$ cat src/design/rcd_pkg.sv
// ----------------------------------------------------------------------------
// rcd_pkg
// Shared types, constants and helpers for the read command deque.
// ----------------------------------------------------------------------------
package rcd_pkg;

  // Number of command slots in the ring.
  localparam int unsigned QUEUE_DEPTH = 32;
  localparam int unsigned PTR_W       = $clog2(QUEUE_DEPTH);
  localparam int unsigned CNT_W       = $clog2(QUEUE_DEPTH + 1);
  localparam int unsigned ECNT_W      = 6;

  typedef logic [PTR_W-1:0] ptr_t;
  typedef logic [CNT_W-1:0] cnt_t;

  // Request codes carried in req_type.
  typedef enum logic [2:0] {
    REQ_PUSH_TAIL = 3'd0,
    REQ_PUSH_HEAD = 3'd1,
    REQ_POP       = 3'd2,
    REQ_PEEK      = 3'd3,
    REQ_DROP_K12  = 3'd4,
    REQ_DROP_K3   = 3'd5
  } req_code_e;

  // Result status codes.
  typedef enum logic [1:0] {
    STS_OK    = 2'd0,
    STS_FULL  = 2'd1,
    STS_EMPTY = 2'd2
  } status_e;

  // Kind codes that the flushes look at.
  localparam logic [2:0] KIND_RETRY_A = 3'd1;
  localparam logic [2:0] KIND_RETRY_B = 3'd2;
  localparam logic [2:0] KIND_PREFETCH = 3'd3;

  // Sequencer states.
  typedef enum logic [1:0] {
    ST_IDLE,
    ST_RESP,
    ST_WALK
  } rcd_state_e;

  // One stored command.
  typedef struct packed {
    logic [31:0] sector_addr;
    logic [31:0] sector_count;
    logic [31:0] buffer_addr;
    logic [2:0]  kind;
    logic [31:0] due_time;
  } entry_t;

  // Request payload.
  typedef struct packed {
    logic [2:0]  req_type;
    logic [31:0] sector_addr;
    logic [31:0] sector_count;
    logic [31:0] buffer_addr;
    logic [2:0]  kind;
    logic [31:0] due_time;
  } req_t;

  // Result payload.
  typedef struct packed {
    logic [31:0]       head_sector_addr;
    logic [31:0]       head_sector_count;
    logic [31:0]       head_buffer_addr;
    logic [2:0]        head_kind;
    logic [31:0]       head_due_time;
    logic [ECNT_W-1:0] entry_count;
    logic [1:0]        status;
  } rsp_t;

  // Memory access from the sequencer: one write and one read port.
  typedef struct packed {
    logic   we;
    ptr_t   waddr;
    entry_t wdata;
    logic   re;
    ptr_t   raddr;
  } mem_req_t;

  // Result control from the sequencer to the output register.
  typedef struct packed {
    logic    load;
    logic    show;
    cnt_t    count;
    status_e status;
  } rsp_ctl_t;

  // Ring pointer steps.
  function automatic ptr_t next_ptr(input ptr_t p);
    return (p == ptr_t'(QUEUE_DEPTH - 1)) ? '0 : p + ptr_t'(1);
  endfunction

  function automatic ptr_t prev_ptr(input ptr_t p);
    return (p == '0) ? ptr_t'(QUEUE_DEPTH - 1) : p - ptr_t'(1);
  endfunction

endpackage

$ cat src/design/rcd_if.sv
// ----------------------------------------------------------------------------
// rcd_if
// Valid/ready channels for requests into and results out of the deque.
// ----------------------------------------------------------------------------
interface rcd_req_if import rcd_pkg::*; ();
  logic valid;
  logic ready;
  req_t data;

  modport source (output valid, output data, input ready);
  modport sink   (input valid, input data, output ready);
endinterface

interface rcd_rsp_if import rcd_pkg::*; ();
  logic valid;
  logic ready;
  rsp_t data;

  modport source (output valid, output data, input ready);
  modport sink   (input valid, input data, output ready);
endinterface

$ cat src/design/rcd_mem.sv
// ----------------------------------------------------------------------------
// rcd_mem
// Command store: one write and one read port, registered read data, with
// write-to-read forwarding when both ports hit the same slot.
// ----------------------------------------------------------------------------
module rcd_mem import rcd_pkg::*; (
  input  logic     clk_i,
  input  mem_req_t mem_req_i,
  output entry_t   rd_entry_o
);

  entry_t mem [QUEUE_DEPTH];
  entry_t rd_entry_q;

  // Write port.
  always_ff @(posedge clk_i) begin
    if (mem_req_i.we) begin
      mem[mem_req_i.waddr] <= mem_req_i.wdata;
    end
  end

  // Read port; a same-cycle write to the read slot is passed straight through.
  always_ff @(posedge clk_i) begin
    if (mem_req_i.re) begin
      if (mem_req_i.we && (mem_req_i.waddr == mem_req_i.raddr)) begin
        rd_entry_q <= mem_req_i.wdata;
      end else begin
        rd_entry_q <= mem[mem_req_i.raddr];
      end
    end
  end

  assign rd_entry_o = rd_entry_q;

endmodule

$ cat src/design/rcd_ctrl.sv
// ----------------------------------------------------------------------------
// rcd_ctrl
// Deque sequencer: keeps head, tail and fill count, issues store accesses for
// each request and walks the store during a filtered flush.
// ----------------------------------------------------------------------------
module rcd_ctrl import rcd_pkg::*; (
  input  logic           clk_i,
  input  logic           rst_ni,
  rcd_req_if.sink        req_i,
  input  entry_t         rd_entry_i,
  input  logic           out_free_i,
  output mem_req_t       mem_req_o,
  output rsp_ctl_t       rsp_ctl_o
);

  rcd_state_e state_q, state_d;
  ptr_t       head_q, head_d;
  ptr_t       tail_q, tail_d;
  cnt_t       cnt_q, cnt_d;
  cnt_t       rem_q, rem_d;
  ptr_t       rdp_q, rdp_d;
  logic       flv_q, flv_d;
  logic       kmode_q, kmode_d;
  logic       pend_show_q, pend_show_d;
  cnt_t       pend_cnt_q, pend_cnt_d;
  status_e    pend_sts_q, pend_sts_d;

  logic   accept;
  logic   is_drop;
  logic   full;
  logic   empty;
  logic   walk_done;
  logic   keep;
  entry_t req_entry;
  ptr_t   new_head;

  // Handshake and simple conditions.
  assign req_i.ready = (state_q == ST_IDLE) || ((state_q == ST_RESP) && out_free_i);
  assign accept      = req_i.valid && req_i.ready;
  assign is_drop     = (req_i.data.req_type == REQ_DROP_K12) ||
                       (req_i.data.req_type == REQ_DROP_K3);
  assign full        = (cnt_q == cnt_t'(QUEUE_DEPTH));
  assign empty       = (cnt_q == '0);
  assign walk_done   = (rem_q == '0) && !flv_q;
  assign new_head    = prev_ptr(head_q);

  // Survivor test for the entry coming back from the store during a flush.
  assign keep = kmode_q ? (rd_entry_i.kind != KIND_PREFETCH)
                        : ((rd_entry_i.kind != KIND_RETRY_A) &&
                           (rd_entry_i.kind != KIND_RETRY_B));

  assign req_entry = '{
    sector_addr:  req_i.data.sector_addr,
    sector_count: req_i.data.sector_count,
    buffer_addr:  req_i.data.buffer_addr,
    kind:         req_i.data.kind,
    due_time:     req_i.data.due_time
  };

  // Next state.
  always_comb begin
    state_d = state_q;
    case (state_q)
      ST_IDLE: begin
        if (accept) begin
          state_d = is_drop ? ST_WALK : ST_RESP;
        end
      end
      ST_RESP: begin
        if (accept) begin
          state_d = is_drop ? ST_WALK : ST_RESP;
        end else if (out_free_i) begin
          state_d = ST_IDLE;
        end
      end
      ST_WALK: begin
        if (walk_done) begin
          state_d = ST_RESP;
        end
      end
      default: state_d = ST_IDLE;
    endcase
  end

  // Store accesses, pointer updates and pending result.
  always_comb begin
    mem_req_o   = '0;
    head_d      = head_q;
    tail_d      = tail_q;
    cnt_d       = cnt_q;
    rem_d       = rem_q;
    rdp_d       = rdp_q;
    flv_d       = 1'b0;
    kmode_d     = kmode_q;
    pend_show_d = pend_show_q;
    pend_cnt_d  = pend_cnt_q;
    pend_sts_d  = pend_sts_q;

    if (accept) begin
      pend_sts_d      = STS_OK;
      pend_show_d     = !empty;
      mem_req_o.re    = 1'b1;
      mem_req_o.raddr = head_q;
      mem_req_o.wdata = req_entry;
      case (req_i.data.req_type)
        REQ_PUSH_TAIL: begin
          if (full) begin
            pend_sts_d = STS_FULL;
          end else begin
            mem_req_o.we    = 1'b1;
            mem_req_o.waddr = tail_q;
            tail_d          = next_ptr(tail_q);
            cnt_d           = cnt_q + cnt_t'(1);
            pend_show_d     = 1'b1;
          end
        end
        REQ_PUSH_HEAD: begin
          if (full) begin
            pend_sts_d = STS_FULL;
          end else begin
            mem_req_o.we    = 1'b1;
            mem_req_o.waddr = new_head;
            mem_req_o.raddr = new_head;
            head_d          = new_head;
            cnt_d           = cnt_q + cnt_t'(1);
            pend_show_d     = 1'b1;
          end
        end
        REQ_POP: begin
          if (empty) begin
            pend_sts_d = STS_EMPTY;
          end else begin
            head_d = next_ptr(head_q);
            cnt_d  = cnt_q - cnt_t'(1);
          end
        end
        REQ_PEEK: begin
          if (empty) begin
            pend_sts_d = STS_EMPTY;
          end
        end
        REQ_DROP_K12, REQ_DROP_K3: begin
          // Survivors are rewritten from the old tail onwards.
          mem_req_o.re = 1'b0;
          rem_d        = cnt_q;
          rdp_d        = head_q;
          head_d       = tail_q;
          cnt_d        = '0;
          kmode_d      = (req_i.data.req_type == REQ_DROP_K3);
        end
        default: ;
      endcase
      pend_cnt_d = cnt_d;
    end else if (state_q == ST_WALK) begin
      // Read side of the walk: one old entry a cycle.
      if (rem_q != '0) begin
        mem_req_o.re    = 1'b1;
        mem_req_o.raddr = rdp_q;
        rdp_d           = next_ptr(rdp_q);
        rem_d           = rem_q - cnt_t'(1);
        flv_d           = 1'b1;
      end
      // Write side: append a survivor in the cycle after its read.
      if (flv_q && keep) begin
        mem_req_o.we    = 1'b1;
        mem_req_o.waddr = tail_q;
        mem_req_o.wdata = rd_entry_i;
        tail_d          = next_ptr(tail_q);
        cnt_d           = cnt_q + cnt_t'(1);
      end
      // Walk finished: fetch the new head for the result.
      if (walk_done) begin
        mem_req_o.re    = 1'b1;
        mem_req_o.raddr = head_q;
        pend_cnt_d      = cnt_q;
        pend_show_d     = !empty;
        pend_sts_d      = STS_OK;
      end
    end
  end

  // Result control towards the output register.
  always_comb begin
    rsp_ctl_o.load   = (state_q == ST_RESP) && out_free_i;
    rsp_ctl_o.show   = pend_show_q;
    rsp_ctl_o.count  = pend_cnt_q;
    rsp_ctl_o.status = pend_sts_q;
  end

  // Control registers.
  always_ff @(posedge clk_i or negedge rst_ni) begin
    if (!rst_ni) begin
      state_q <= ST_IDLE;
      head_q  <= '0;
      tail_q  <= '0;
      cnt_q   <= '0;
      rem_q   <= '0;
      rdp_q   <= '0;
      flv_q   <= 1'b0;
      kmode_q <= 1'b0;
    end else begin
      state_q <= state_d;
      head_q  <= head_d;
      tail_q  <= tail_d;
      cnt_q   <= cnt_d;
      rem_q   <= rem_d;
      rdp_q   <= rdp_d;
      flv_q   <= flv_d;
      kmode_q <= kmode_d;
    end
  end

  // Pending result fields.
  always_ff @(posedge clk_i) begin
    pend_show_q <= pend_show_d;
    pend_cnt_q  <= pend_cnt_d;
    pend_sts_q  <= pend_sts_d;
  end

endmodule

$ cat src/design/read_command_deque.sv
// ----------------------------------------------------------------------------
// read_command_deque
// Ring deque of disc-read commands with head/tail push, pop, peek and two
// filtered flushes that keep the surviving commands in order.
// ----------------------------------------------------------------------------
//   Port     Dir  Handshake      Moves
//   req_i    in   valid/ready    one request: type plus command fields
//   rsp_o    out  valid/ready    one result: head entry, count, status
//
// Push, pop and peek: the store is read when the request is taken and the
// result is loaded into the output register once that register is free, so
// a new request is taken every cycle while the output register drains. A
// flush walks the store one entry a cycle through its read port and writes
// survivors through the write port in the cycle after each read; its result
// is then loaded into the output register once that register is free.
// Reset clears the state, the pointers and the counts; the store is not cleared.
// req_i.ready drops during a flush and while a result waits on rsp_o.
// ----------------------------------------------------------------------------
module read_command_deque import rcd_pkg::*; (
  input  logic      clk_i,
  input  logic      rst_ni,
  rcd_req_if.sink   req_i,
  rcd_rsp_if.source rsp_o
);

  mem_req_t mem_req;
  entry_t   rd_entry;
  rsp_ctl_t rsp_ctl;
  logic     out_free;
  logic     out_vld_q;
  rsp_t     out_data_q;
  entry_t   shown;
  logic [CNT_W+ECNT_W-1:0] cnt_ext;

  rcd_ctrl u_ctrl (
    .clk_i      (clk_i),
    .rst_ni     (rst_ni),
    .req_i      (req_i),
    .rd_entry_i (rd_entry),
    .out_free_i (out_free),
    .mem_req_o  (mem_req),
    .rsp_ctl_o  (rsp_ctl)
  );

  rcd_mem u_mem (
    .clk_i      (clk_i),
    .mem_req_i  (mem_req),
    .rd_entry_o (rd_entry)
  );

  // Output register: free when empty or being taken this cycle.
  assign out_free = !out_vld_q || rsp_o.ready;
  assign shown    = rsp_ctl.show ? rd_entry : '0;
  assign cnt_ext  = {{ECNT_W{1'b0}}, rsp_ctl.count};

  always_ff @(posedge clk_i or negedge rst_ni) begin
    if (!rst_ni) begin
      out_vld_q <= 1'b0;
    end else if (rsp_ctl.load) begin
      out_vld_q <= 1'b1;
    end else if (rsp_o.ready) begin
      out_vld_q <= 1'b0;
    end
  end

  always_ff @(posedge clk_i) begin
    if (rsp_ctl.load) begin
      out_data_q.head_sector_addr  <= shown.sector_addr;
      out_data_q.head_sector_count <= shown.sector_count;
      out_data_q.head_buffer_addr  <= shown.buffer_addr;
      out_data_q.head_kind         <= shown.kind;
      out_data_q.head_due_time     <= shown.due_time;
      out_data_q.entry_count       <= cnt_ext[ECNT_W-1:0];
      out_data_q.status            <= rsp_ctl.status;
    end
  end

  assign rsp_o.valid = out_vld_q;
  assign rsp_o.data  = out_data_q;

endmodule

$ cat src/flat_wrapper.sv
// flat-port wrapper written by rule: the top's interface ports become plain ports
module read_command_deque_flat import rcd_pkg::*;
  (clk_i, rst_ni, req_i_valid, req_i_data, req_i_ready, rsp_o_valid, rsp_o_data, rsp_o_ready);
  rcd_req_if req_i_i ();
  rcd_rsp_if rsp_o_i ();
  input  logic clk_i;
  input  logic rst_ni;
  input wire logic [$bits(req_i_i.valid)-1:0] req_i_valid;
  input wire logic [$bits(req_i_i.data)-1:0] req_i_data;
  output wire logic [$bits(req_i_i.ready)-1:0] req_i_ready;
  output wire logic [$bits(rsp_o_i.valid)-1:0] rsp_o_valid;
  output wire logic [$bits(rsp_o_i.data)-1:0] rsp_o_data;
  input wire logic [$bits(rsp_o_i.ready)-1:0] rsp_o_ready;
  assign req_i_i.valid = req_i_valid;
  assign req_i_i.data = req_i_data;
  assign req_i_ready = req_i_i.ready;
  assign rsp_o_valid = rsp_o_i.valid;
  assign rsp_o_data = rsp_o_i.data;
  assign rsp_o_i.ready = rsp_o_ready;
  read_command_deque u_core (.clk_i(clk_i), .rst_ni(rst_ni), .req_i(req_i_i), .rsp_o(rsp_o_i));
endmodule
$ cat config.mk
export PLATFORM = sky130hd
export DESIGN_NAME = read_command_deque_flat
export DESIGN_NICKNAME = d
export VERILOG_FILES = /design/src/design/rcd_pkg.sv /design/src/design/rcd_if.sv /design/src/design/rcd_mem.sv /design/src/design/rcd_ctrl.sv /design/src/design/read_command_deque.sv /design/src/flat_wrapper.sv
export SDC_FILE = /design/constraint.sdc
export NUM_CORES = 2
export LEC_CHECK = 0
export BUFFER_PORTS_ARGS = -buffer_cell sky130_fd_sc_hd__buf_2
export CAP_MARGIN = 20
export CORE_ASPECT_RATIO = 1.75
export CORE_MARGIN = 2
export CORE_UTILIZATION = 45
export CTS_CLUSTER_DIAMETER = 100
export DETAILED_ROUTE_END_ITERATION = 10
export PLACE_DENSITY_LB_ADDON = 0.15
export SLEW_MARGIN = 20
export SYNTH_ARGS = -nofsm -noshare
export SYNTH_HDL_FRONTEND = slang
export SYNTH_MEMORY_MAX_BITS = 65536
export SYNTH_SLANG_ARGS = --single-unit
$ cat constraint.sdc
create_clock -name clk_i -period 10.3 [get_ports clk_i]
set_input_delay 0.515 -clock clk_i [delete_from_list [all_inputs] [get_ports clk_i]]
set_output_delay 0.515 -clock clk_i [all_outputs]
set_load 0.05 [all_outputs]
==> results.md <==
* Worst min-delay path startpoint: req_i_data[133]
* Nature of the critical path endpoint: register
* Final worst path period need at 6.698 ns
* Switching power at 17.61 mW
* Full die area at about 0.4 mm2
* Proportion of register bits with asynchronous set or reset after synthesis at 0.007106
* Hold-critical path depth at 2
* Worst slew margin at 0.1494
* Outcome: finished clean
* Crit Reg-Reg Endpoint: u_core.u_mem.rd_entry_o[7]
* Cells after Synth at roughly 12,000
* Number of setup violations in the final report at 0
* Worst path cell trace: inv_1 -> ha_1 -> or4b_2 -> o2111ai_1 -> o211ai_1 -> buf_4 -> nand2_4 -> buf_12 -> buf_4 -> buf_4 -> a211oi_1 -> a311o_1 -> a41oi_1 -> a221o_1
* Fraction of the yosys area taken by sequential cells at 0.7497
* RSZ-0062 raised after global routing: no
* Part of the power in combinational logic at 0.273
* PostCTS Resize Cnt at 0
* Achievable clock frequency at 149.3 MHz
* Area growth syn-to-layout at 11.37%
* Critical path type: reg2reg
* Post-route non-filler standard cell count at 17,240
* Buffer type at the clock tree root: sky130_fd_sc_hd__clkbuf_16
* Crit path DAT at roughly 7.5 ns
* Num Clock Sinks at about 4,500
* Number of hold-slack violations in the final timing report at 0
* Count of port buffers added during placement at approximately 280
* Class of the tightest hold or removal check: in2reg
* Cell Rows at 307
* Min-Delay Endpoint: u_core.u_ctrl.pend_sts_q[1]
* Fillers at between 30,000 and 40,000
* Maximum count of clock buffers along a single path at 4
* Power density cells at 260.8 mW/mm2
* X dimension of the die at around 480 um
* Core Area at around 0.40 mm2
* Setup TNS at 0 ns
* Worst flop-to-flop path startpoint: u_core.u_ctrl.head_q[0]
* Clock Power Share at 0.295
* Clock transition at the registers of the reported paths at about 0.070 ns
* Cell with the largest stage delay on the worst path: sky130_fd_sc_hd__buf_4
* Wire length of the first global-routing pass at approximately 800,000 um
* Deepest level of the CTS H-tree at 5
* Detailed Route WL at a little under 600,000 um
* Remaining global-route overflow at 0
* Average cell area after synthesis at about 15 um2
* Number of global-route vias before repair at 112,500
* Flip-flop and latch count after synthesis at around 4,500
* CP required at 11.14 ns
* Yosys warns at 0
* Overall power after layout at ~52 mW
* IO Count at about 280
* Worst hold slack after final layout at about 0.13 ns
* DRC errors left at 0
* Antenna violations before repair at 26
* Post-synth EDFFs at about 4,500
* Via-per-instance ratio at 6.582
* Detailed-routing iteration count for the pre-antenna-repair pass at 8
* Maximum fanout along the worst path at approximately 150
* Most area-hungry cell type in the Yosys netlist: sky130_fd_sc_hd__edfxtp_1
* Leading post-synthesis cells by cell area: sky130_fd_sc_hd__edfxtp_1 75%, sky130_fd_sc_hd__a211oi_1 4.2%, sky130_fd_sc_hd__nand2_1 3.6%
* Critical path launch point type: register
* Synthesized net count at between 10,000 and 15,000
* Worst vdd ir at approximately 0.26 mV
* Via count at 113,500
* Number of DRC markers after the initial detailed-route iteration at ~14,000
* Distinct cell type count of the synthesized netlist at 72
* Worst stage delay on the critical path at between 0.8 and 0.9 ns
* Netlist area before placement at approximately 0.18 mm2
* Most common cell type on the critical path: sky130_fd_sc_hd__buf_4
* Worst Reg-to-Reg Cells at 14
* Pleak at around 66 nW
* Share of the synthesized area in the top cell type at 0.7453
* Final clock skew at 0.05583 ns
* Prevailing post-synth register cell: sky130_fd_sc_hd__edfxtp_1
* Flop pwr share at 0.432
* Number of buffers added for setup after CTS at 0
* Fraction of final layout cells sized beyond drive strength 1 at 0.1017
* Antenna Violating Nets Remaining at 0
* Worst-case register-to-register setup slack at about 3.6 ns
* Cell count after placement at around 16,000
* DP HPWL at between 200,000 and 300,000 um
* Switching power share of the total at 0.3367
* Wirelength per Cell at about 34 um
* Number of nets in the final layout at approximately 12,000
* GRT Resource Usage Total at 0.2808
* Maximum number of pins on one net before global-route repair at between 200 and 250
* CTS buffer count at 406
* Slew at the pin with the worst max-slew slack at around 1.3 ns
* Number of violations of the max-capacitance limit at 0
* CTS tree: built
* GPL Wtd Cong at roughly 0.82
* Post-route clock period utilization at 0.6503
* Pint at approximately 35 mW
* Initial Utilization at 0.4514
* Final Slew Violations at 0
* Die outline height at roughly 840 um
* Latest clock arrival within the worst-skew pair at 1.00 ns
registers in the layout (all words and copies together) (netlist names), 6 cells and up:
| signal | flops |
|---|---|
| u_core.u_ctrl.cnt_q | 6 |
| u_core.u_ctrl.rem_q | 6 |
| u_core.rsp_o.data | 139 |
| u_core.u_mem.mem | 4192 |
| u_core.u_ctrl.pend_cnt_q | 6 |
| u_core.u_mem.rd_entry_o | 131 |
cell usage in the layout, fill, tap and decap left out, types with 47 or more instances in the layout:
cell type	instances
sky130_fd_sc_hd__and2_1	132
sky130_fd_sc_hd__nand3_1	94
sky130_fd_sc_hd__o21ai_0	52
sky130_fd_sc_hd__a311o_1	562
sky130_fd_sc_hd__mux2i_1	193
sky130_fd_sc_hd__o2111ai_1	70
sky130_fd_sc_hd__buf_2	278
sky130_fd_sc_hd__buf_12	73
sky130_fd_sc_hd__bufinv_16	47
sky130_fd_sc_hd__a41oi_1	94
sky130_fd_sc_hd__nand4_1	93
sky130_fd_sc_hd__a311oi_1	219
sky130_fd_sc_hd__a21boi_0	70
sky130_fd_sc_hd__a22o_1	104
sky130_fd_sc_hd__edfxtp_1	4471
sky130_fd_sc_hd__clkinv_2	74
sky130_fd_sc_hd__a211o_1	191
sky130_fd_sc_hd__a221o_1	94
sky130_fd_sc_hd__nand2_1	1709
sky130_fd_sc_hd__clkbuf_1	70
sky130_fd_sc_hd__clkbuf_16	411
sky130_fd_sc_hd__a32o_1	69
sky130_fd_sc_hd__clkinv_1	80
sky130_fd_sc_hd__buf_4	166
sky130_fd_sc_hd__a211oi_1	1018
sky130_fd_sc_hd__and3_1	1016
critical path, delay by kind of cell, from the launching register on:
family          cells  cell delay (ns)
compound gates      6             1.30
fa+ha+maj           1             0.30
buf+inv             5             2.81
flops               1             0.49
simple gates        2             1.23
stage by stage:
stage	setup WS, ns	instance area, um2	utilization
global route	3.405	200600	0.5026
finish	3.602	200600	0.5027
CTS	3.772	200500	0.5023
global placement	4.012	187200	0.4691
detailed placement	3.813	187200	0.4691
floorplan	1.699	180100	-
how the worst max path moves through the flow:
stage | from | end
3_5_place_dp | u_core.u_ctrl.head_q[0] | u_core.u_mem.rd_entry_o[7]
3_3_place_gp | u_core.u_ctrl.head_q[0] | u_core.u_mem.rd_entry_o[92]
4_1_cts | u_core.u_ctrl.head_q[0] | u_core.u_mem.rd_entry_o[7]
2_1_floorplan | u_core.u_ctrl.cnt_q[0] | u_core.u_mem.mem[0][0]
5_1_grt | u_core.u_ctrl.head_q[0] | u_core.u_mem.rd_entry_o[31]
6_report | u_core.u_ctrl.head_q[0] | u_core.u_mem.rd_entry_o[7]
metal layers:
layer | GRT usage | vias up | wire, um
li1 | - | 47240 | -
met1 | 0.3586 | 59430 | 222900
met2 | 0.4841 | 5563 | 293600
met3 | 0.03551 | 1234 | 42580
met4 | 0.1134 | 4 | 25430
met5 | 0 | - | 30
kinds of logic (layout without fill, tap and decap cells):
family	after synthesis	count (layout)	synth area share
AO/OA/AOI/OAI	2742	2742	0.1282
adder cells (fa/ha/maj)	10	10	0.0006945
AND/OR/NAND/NOR	3225	3225	0.08683
other	0	13	0
XOR/XNOR	12	12	0.0005834
flip-flops	4503	4503	0.7497
buffers and inverters	1065	1281	0.02281
multiplexers	200	200	0.01115
layout make-up:
cell class | count | area, um2 | share of cell area
Sequential cell | 4503 | 135100 | 0.6732
Inverter | 14 | 52.55 | 0.0002619
Timing Repair Buffer | 527 | 4220 | 0.02104
Multi-Input combinational cell | 6189 | 41470 | 0.2067
Antenna cell | 13 | 32.53 | 0.0001621
Clock buffer | 482 | 10560 | 0.05264
Clock inverter | 258 | 2659 | 0.01325
Tap cell | 5253 | 6573 | 0.03276
repair_timing:
item	4_1_cts	5_1_grt
hold buffers	5	0
endpoints found under the hold margin	36	0
endpoints found under the setup margin	0	0
cell usage after synthesis, drive strengths merged, types with 32 or more instances:
master   number
edfxtp     4471
nand2      1713
a211oi     1018
and3       1016
clkbuf      891
a311o       562
a311oi      219
mux2i       194
a211o       191
buf         160
and2        134
a22o        131
nand3        97
a221o        94
a41oi        94
nand4        93
nor2         72
a21boi       70
o2111ai      70
a32o         69
o21ai        60
nor4         43
o221ai       37
o22ai        37
a21oi        33
dfrtp        32
power by group through the flow:
stage	clock network, mW	logic (mW)	registers (mW)
after floorplan	0	9.07	23.0
after global placement	0	13.9	23.0
final	15.4	14.3	22.6
after CTS	15.6	14.2	22.6
after global routing	16.2	15.2	22.6
after detailed placement	0	14.1	23.0
No activity file was read; power rests on OpenSTA's default activity.
